$ cat src/rtl/assert_macros.svh
// ----------------------------------------------------------------------------
// assert_macros.svh
// Assertion wrappers used by the cipher unit: clocked on clk, off in reset.
// ----------------------------------------------------------------------------
`ifndef ASSERT_MACROS_SVH
`define ASSERT_MACROS_SVH

// Check a property on every clock edge outside reset.
`define KXS_ASSERT(lbl, prop, msg) \
  lbl: assert property (@(posedge clk) disable iff (rst) prop) else $error(msg);

// Check that a condition is followed by another in the next cycle.
`define KXS_ASSERT_NEXT(lbl, pre, post, msg) \
  lbl: assert property (@(posedge clk) disable iff (rst) (pre) |=> (post)) else $error(msg);

`endif

$ cat src/rtl/kxs_pkg.sv
// ----------------------------------------------------------------------------
// kxs_pkg
// Shared constants, state codes and controller/datapath interface structs.
// ----------------------------------------------------------------------------
package kxs_pkg;

  // Key store sizing
  localparam int KEY_MAX = 64;
  localparam int KEY_AW  = (KEY_MAX > 1) ? $clog2(KEY_MAX) : 1;
  localparam int KEY_LW  = $clog2(KEY_MAX + 1);

  // Mixing rounds
  localparam int MIX_ROUNDS = 16;
  localparam int RND_W      = $clog2(MIX_ROUNDS + 1);

  // Keystream and scratch sizing
  localparam int KS_DEPTH = 256;
  localparam int KS_AW    = 8;
  localparam int CNT_W    = KS_AW + 1;

  // Schedule and advance coefficients
  localparam logic [7:0] FILL_MUL   = 8'd17;
  localparam logic [7:0] FILL_ADD   = 8'd3;
  localparam logic [7:0] GATHER_MUL = 8'd31;
  localparam logic [7:0] ROUND_MUL  = 8'd7;
  localparam logic [7:0] WB_MUL     = 8'd13;
  localparam logic [7:0] ADV_MUL    = 8'd31;
  localparam logic [7:0] ADV_ADD    = 8'd7;

  // Input word kinds
  localparam logic OP_KEY  = 1'b0;
  localparam logic OP_DATA = 1'b1;

  typedef enum logic [2:0] {
    S_IDLE,
    S_FILL,
    S_GATHER,
    S_WBACK,
    S_DOUT,
    S_ADV
  } state_t;

  typedef enum logic [2:0] {
    PASS_NONE,
    PASS_FILL,
    PASS_GATHER,
    PASS_WBACK,
    PASS_ADV
  } pass_t;

  typedef struct packed {
    logic  accept_key;
    logic  accept_data;
    logic  load_out;
    logic  pass_start;
    logic  round_clr;
    logic  round_inc;
    logic  sched_done;
    pass_t mode;
  } cmd_t;

  typedef struct packed {
    logic pass_done;
    logic round_last;
    logic adv_needed;
    logic out_free;
  } status_t;

endpackage

$ cat src/rtl/kxs_ctrl.sv
// ----------------------------------------------------------------------------
// kxs_ctrl
// Controller of the cipher unit: word intake, key schedule passes, result
// hand-off and the keystream advance pass.
// ----------------------------------------------------------------------------
`include "assert_macros.svh"

module kxs_ctrl (
  input  logic              clk,
  input  logic              rst,
  input  logic              in_valid,
  output logic              in_ready,
  input  logic              op,
  input  logic              last,
  input  kxs_pkg::status_t  stat,
  output kxs_pkg::cmd_t     cmd
);

  kxs_pkg::state_t state;
  kxs_pkg::state_t state_next;

  // State register
  always_ff @(posedge clk) begin
    if (rst) begin
      state <= kxs_pkg::S_IDLE;
    end else begin
      state <= state_next;
    end
  end

  // Next state
  always_comb begin
    state_next = state;
    case (state)
      kxs_pkg::S_IDLE: begin
        if (in_valid) begin
          if (op == kxs_pkg::OP_DATA) begin
            state_next = kxs_pkg::S_DOUT;
          end else if (last) begin
            state_next = kxs_pkg::S_FILL;
          end
        end
      end
      kxs_pkg::S_FILL: begin
        if (stat.pass_done) state_next = kxs_pkg::S_GATHER;
      end
      kxs_pkg::S_GATHER: begin
        if (stat.pass_done) state_next = kxs_pkg::S_WBACK;
      end
      kxs_pkg::S_WBACK: begin
        if (stat.pass_done) begin
          state_next = stat.round_last ? kxs_pkg::S_IDLE : kxs_pkg::S_GATHER;
        end
      end
      kxs_pkg::S_DOUT: begin
        if (stat.out_free) begin
          state_next = stat.adv_needed ? kxs_pkg::S_ADV : kxs_pkg::S_IDLE;
        end
      end
      kxs_pkg::S_ADV: begin
        if (stat.pass_done) state_next = kxs_pkg::S_IDLE;
      end
      default: state_next = kxs_pkg::S_IDLE;
    endcase
  end

  // Commands
  always_comb begin
    in_ready = 1'b0;
    cmd      = '{accept_key: 1'b0, accept_data: 1'b0, load_out: 1'b0,
                 pass_start: 1'b0, round_clr: 1'b0, round_inc: 1'b0,
                 sched_done: 1'b0, mode: kxs_pkg::PASS_NONE};
    case (state)
      kxs_pkg::S_IDLE: begin
        in_ready        = 1'b1;
        cmd.accept_key  = in_valid && (op == kxs_pkg::OP_KEY);
        cmd.accept_data = in_valid && (op == kxs_pkg::OP_DATA);
        cmd.pass_start  = cmd.accept_key && last;
        cmd.round_clr   = cmd.accept_key && last;
      end
      kxs_pkg::S_FILL: begin
        cmd.mode       = kxs_pkg::PASS_FILL;
        cmd.pass_start = stat.pass_done;
      end
      kxs_pkg::S_GATHER: begin
        cmd.mode       = kxs_pkg::PASS_GATHER;
        cmd.pass_start = stat.pass_done;
      end
      kxs_pkg::S_WBACK: begin
        cmd.mode       = kxs_pkg::PASS_WBACK;
        cmd.sched_done = stat.pass_done && stat.round_last;
        cmd.pass_start = stat.pass_done && !stat.round_last;
        cmd.round_inc  = stat.pass_done && !stat.round_last;
      end
      kxs_pkg::S_DOUT: begin
        cmd.load_out   = stat.out_free;
        cmd.pass_start = stat.out_free && stat.adv_needed;
      end
      kxs_pkg::S_ADV: begin
        cmd.mode = kxs_pkg::PASS_ADV;
      end
      default: begin
        in_ready = 1'b0;
      end
    endcase
  end

  // Schedule ends only after the final round's write-back drains
  `KXS_ASSERT(a_sched_done_last, cmd.sched_done |-> (stat.round_last && stat.pass_done), "schedule ended early")
  // Fill pass hands over to the first gather pass
  `KXS_ASSERT_NEXT(a_fill_to_gather, (state == kxs_pkg::S_FILL) && stat.pass_done, state == kxs_pkg::S_GATHER, "fill pass did not start mixing")
  // A result waits while the output register is occupied
  `KXS_ASSERT_NEXT(a_dout_waits, (state == kxs_pkg::S_DOUT) && !stat.out_free, (state == kxs_pkg::S_DOUT) && !in_ready, "result dropped on stall")

endmodule

$ cat config.mk
export PLATFORM = sky130hd
export DESIGN_NAME = kxs_ctrl
export DESIGN_NICKNAME = d
export VERILOG_FILES = /design/src/rtl/kxs_pkg.sv /design/src/rtl/kxs_ctrl.sv
export VERILOG_INCLUDE_DIRS = /design/src /design/src/rtl
export SDC_FILE = /design/constraint.sdc
export NUM_CORES = 1
export LEC_CHECK = 0
export BUFFER_PORTS_ARGS = -buffer_cell sky130_fd_sc_hd__clkbuf_2
export CELL_PAD_IN_SITES_DETAIL_PLACEMENT = 2
export CELL_PAD_IN_SITES_GLOBAL_PLACEMENT = 2
export CORE_MARGIN = 2
export CORE_UTILIZATION = 21
export CTS_CLUSTER_SIZE = 16
export DETAILED_ROUTE_END_ITERATION = 12
export PLACE_DENSITY_LB_ADDON = 0.2
export SYNTH_ARGS = -nofsm -noshare
export SYNTH_HDL_FRONTEND = slang
export SYNTH_SLANG_ARGS = --single-unit
$ cat constraint.sdc
create_clock -name clk -period 3 [get_ports clk]
set_input_delay 0.45 -clock clk [delete_from_list [all_inputs] [get_ports clk]]
set_output_delay 0.45 -clock clk [all_outputs]
set_load 0.02 [all_outputs]
**Word level (Yosys, flattened, before mapping)**

Cells that the tools add are included.

- Muxes and demuxes: 18
- Equality and inequality tests: 12
- Reductions and logical operators: 10
- Bitwise gates (word level): 1

Operators with widths:

| cell | count |
|---|---|
| 3-bit 2-to-1 mux | 9 |
| 3-bit one-hot mux with 6 select lines | 1 |
| 2-bit != test, second input constant | 6 |
| 3-bit one-hot mux with 4 select lines | 1 |
| 7-bit AND reduction | 1 |
| 3-bit by 2-bit equality test with 1-bit output, second input constant | 2 |
| 3-bit equality test, second input constant | 2 |
| 1-bit logical AND | 6 |
| 2-bit 2-to-1 mux | 3 |
| 1-bit one-hot mux with 4 select lines | 1 |
| 3-bit by 1-bit equality test with 1-bit output, second input constant | 1 |
| 3-bit zero test | 1 |
| 1-bit 2-to-1 mux | 3 |
| 3-bit != test, second input constant | 1 |
| 2-bit OR reduction | 1 |
| 1-bit zero test | 1 |
| 1-bit NOT | 1 |

- Logic and storage cells: 42
- Input bits: 9
- Flip-flop bits (word level): 3

**Logic depth before layout (Yosys ltp)**

- Depth after elaboration: 4
- Mapped depth: 4

**Least setup slack after synthesis**

Ideal clock, no wire load.

- Path kind: input port to output port
- From: input op
- To: output cmd[6] (netlist name)
- Cell stages on the path: 3
- Arrival: 1.591 ns
- Path slack: 0.959 ns
- Cell sequence: nand3b_1 nor4_1 nand3b_1

RTL lines:

| element | RTL line | source |
|---|---|---|
| start, declared | kxs_ctrl.sv:13 | `input logic op,` |
| end, declared | kxs_ctrl.sv:16 | `output kxs_pkg::cmd_t cmd` |

==> flow_metrics.py <==
metrics = {
    "logic_synthesis": {
        "seq_area_frac_synth_pct": 18.3,
        "avgSynthCellArea_um2": 7.81,
        "synth-seq-cells": 3,
        "synth-edff-count": 0,
        "synth_top_cell_by_area": "dfxtp_1",
        "synthArstFlopShare_pct": 0,
        "synth.cell_area_um2": 328,
        "synth_cell_types": 26,
        "yosysWarnings": 0,
        "netlist_instances": 42,
        "synth_flop_cell": "dfxtp_1",
        "synth_top_area_share_pct": 18.3,
        "synth_nets": 51,
        "synth.most_common_cell": "nor2_1",
        "yosys-top-cells-area": "dfxtp_1, nor2_1, nand3b_4",
        "yosys-top-cells-count": "nor2_1, nand2_1, dfxtp_1, nor2b_1",
    },
    "timing": {
        "setup_viol": 0,
        "worst_slew_pin_slew_ps": 457,
        "post-route-period-util_pct": 66.4,
        "fin_crit_ps": 1990,
        "skew_ps": 1.42,
        "drv_slew": 0,
        "finalSetupTns_ps": 0,
        "max_freq_mhz": 502,
        "report.final.hold_viol_count": 0,
        "maxSlewHeadroom_pct": 69.5,
        "rsz0062_at_grt": "no",
    },
    "route": {
        "first_pass_iters": 3,
        "drt_wl_total_um": 958,
        "drtIter0Drc": 4,
        "post_drt_wl_per_cell_um": 12.3,
        "ant_nets": 0,
        "viasPerCell": 4.65,
        "drcViolationCount": 0,
        "vias": 363,
    },
    "place": {
        "dpl.hpwl_um": 763,
        "place_area_um2": 419,
        "place_congestion": 0.657,
        "port-buffer-count": 19,
    },
    "grt": {
        "grt_use_met1_pct": 15.2,
        "grt_pass1_wl_um": 1540,
        "grt_max_degree": 14,
        "grt-ovfl-total": 0,
        "antenna_found_initial": 0,
        "grt_util_met3_pct": 0.417,
        "grt_use_met2_pct": 16.1,
        "busiest_layer": "met2",
        "grt_use_total_pct": 10.6,
        "grt_pass1_vias": 356,
    },
    "power": {
        "powerDensity_nw_per_um2": 495,
        "vdd_drop_max_uv": 204,
        "p_total_uw": 221,
        "leakage_nw": 0.240,
    },
    "setup_path": {
        "critPathLaunchType": "register",
        "crit_path_end_kind": "primary output",
        "reg2reg_to": "state[1]",
        "path_class": "reg -> out",
        "arrival_ps": 1540,
        "r2r_start": "state[0]",
        "r2r_setup_slack_ps": 1730,
        "reg2regPathDepth": 3,
        "critPathRequiredTime_ps": 2550,
        "crit_path_max_fanout": 13,
    },
    "cells_and_area": {
        "final_cell_area_um2": 445,
        "fillers": 189,
        "finalNetCount": 72,
        "drive_above_1_share_pct": 43.5,
        "ff_latch_area_um2": 60.1,
        "antenna_cells": 0,
        "top_register": "state",
        "area_growth_pct": 35.9,
        "largest_reg_flops": 3,
        "multi_input_area_um2": 240,
        "fin_util_pct": 29.9,
        "top_regs": "state: 3 flops",
    },
    "die": {
        "ios": 20,
        "num_rows": 14,
        "die_y_um": 43.5,
        "die_w_um": 43.5,
        "coreArea_um2": 1490,
        "initial_core_util_pct": 22.0,
        "dieArea_um2": 1890,
    },
    "hold_path": {
        "min_to": "state[2]",
        "hp-start": "rst",
        "holdPathStages": 2,
        "hold_path.class": "in -> reg",
    },
    "clocking": {
        "clk_pin_slew_ps": 30,
        "cts_sinks": 3,
        "cts_buffer_depth": 2,
        "cts_made_buffers": 3,
        "cts_setup_buffers": 0,
        "cts_hold_buf": 0,
        "cts-resized-gates": 0,
        "cts-root-buf": "clkbuf_4",
        "insertion_delay_ps": 230,
        "cts_tree": "built",
        "htreeDepth": 1,
    },
    "run": {
        "drv_cap": 0,
    },
    "run_status": {
        "status": "completed",
    },
}
-- how the worst max path moves through the flow --
stage | from | to
floorplan | op | cmd[6]
detailed placement | stat[2] | cmd[6]
global placement | stat[2] | cmd[6]
global route | state[0] | cmd[6]
finish | state[0] | cmd[6]
CTS | state[0] | cmd[6]
-- per-stage QoR --
step | cells | hold slack [ps] | setup slack, ps
2_1_floorplan | 42 | 512 | 959
3_3_place_gp | 74 | 683 | 1190
3_5_place_dp | 74 | 678 | 1190
4_1_cts | 78 | 435 | 989
5_1_grt | 78 | 440 | 924
6_report | 78 | 442 | 1010
-- per-layer routing --
layer  vias up  wire length [um]  share of wire [%]
met5         -                 0                  0
met4         0                 0                  0
met3         0                59                6.2
met2        13               427                 45
met1       165               471                 49
li1        185                 -                  -
-- cells by family (layout without fill, tap and decap cells) --
family                 count (synthesis)  after routing  synth area share [%]
and+or+nand+nor                       27             27                  53.4
AOI/OAI and AO/OA                      7              7                  16.8
buffers and inverters                  4             24                  8.39
DFF                                    3              3                  18.3
muxes                                  1              1                  3.05
-- where the power goes --
part           switching [mW]  leakage, nW  total (mW)  internal (mW)
Clock                  0.0184       0.0150      0.0681         0.0497
Combinational          0.0494        0.200      0.0898         0.0404
Sequential             0.0171       0.0246      0.0627         0.0456
-- cell usage in the layout (no fill, tap or decap), drive strengths merged --
| cell type | instances |
|---|---|
| mux2i | 1 |
| dfxtp | 3 |
| clkbuf | 23 |
| nand2 | 4 |
| nand3b | 3 |
| nand3 | 1 |
| or3 | 1 |
| o21ai | 1 |
| and3 | 2 |
| and2 | 1 |
| o211a | 1 |
| nand2b | 2 |
| and2b | 1 |
| nor2 | 6 |
| and4bb | 1 |
| a211o | 1 |
| nor2b | 3 |
| inv | 1 |
| a21oi | 3 |
| a221oi | 1 |
| nor3 | 1 |
| nor4 | 1 |
-- worst max-delay path: stages (launching register included) --
cell and delay [ps]:
dfxtp_1 440, and3_1 240, or3_4 390, nand3b_1 90
clkbuf_2 160
-- area by class of cell --
type                       count  area share [%]
clock buffer                   4            5.90
timing repair buffer          19            21.3
inverter                       1           0.843
sequential                     3            13.5
tap                           16            4.49
multi-input combinational     35            53.9
No activity file was read; power rests on OpenSTA's default activity.
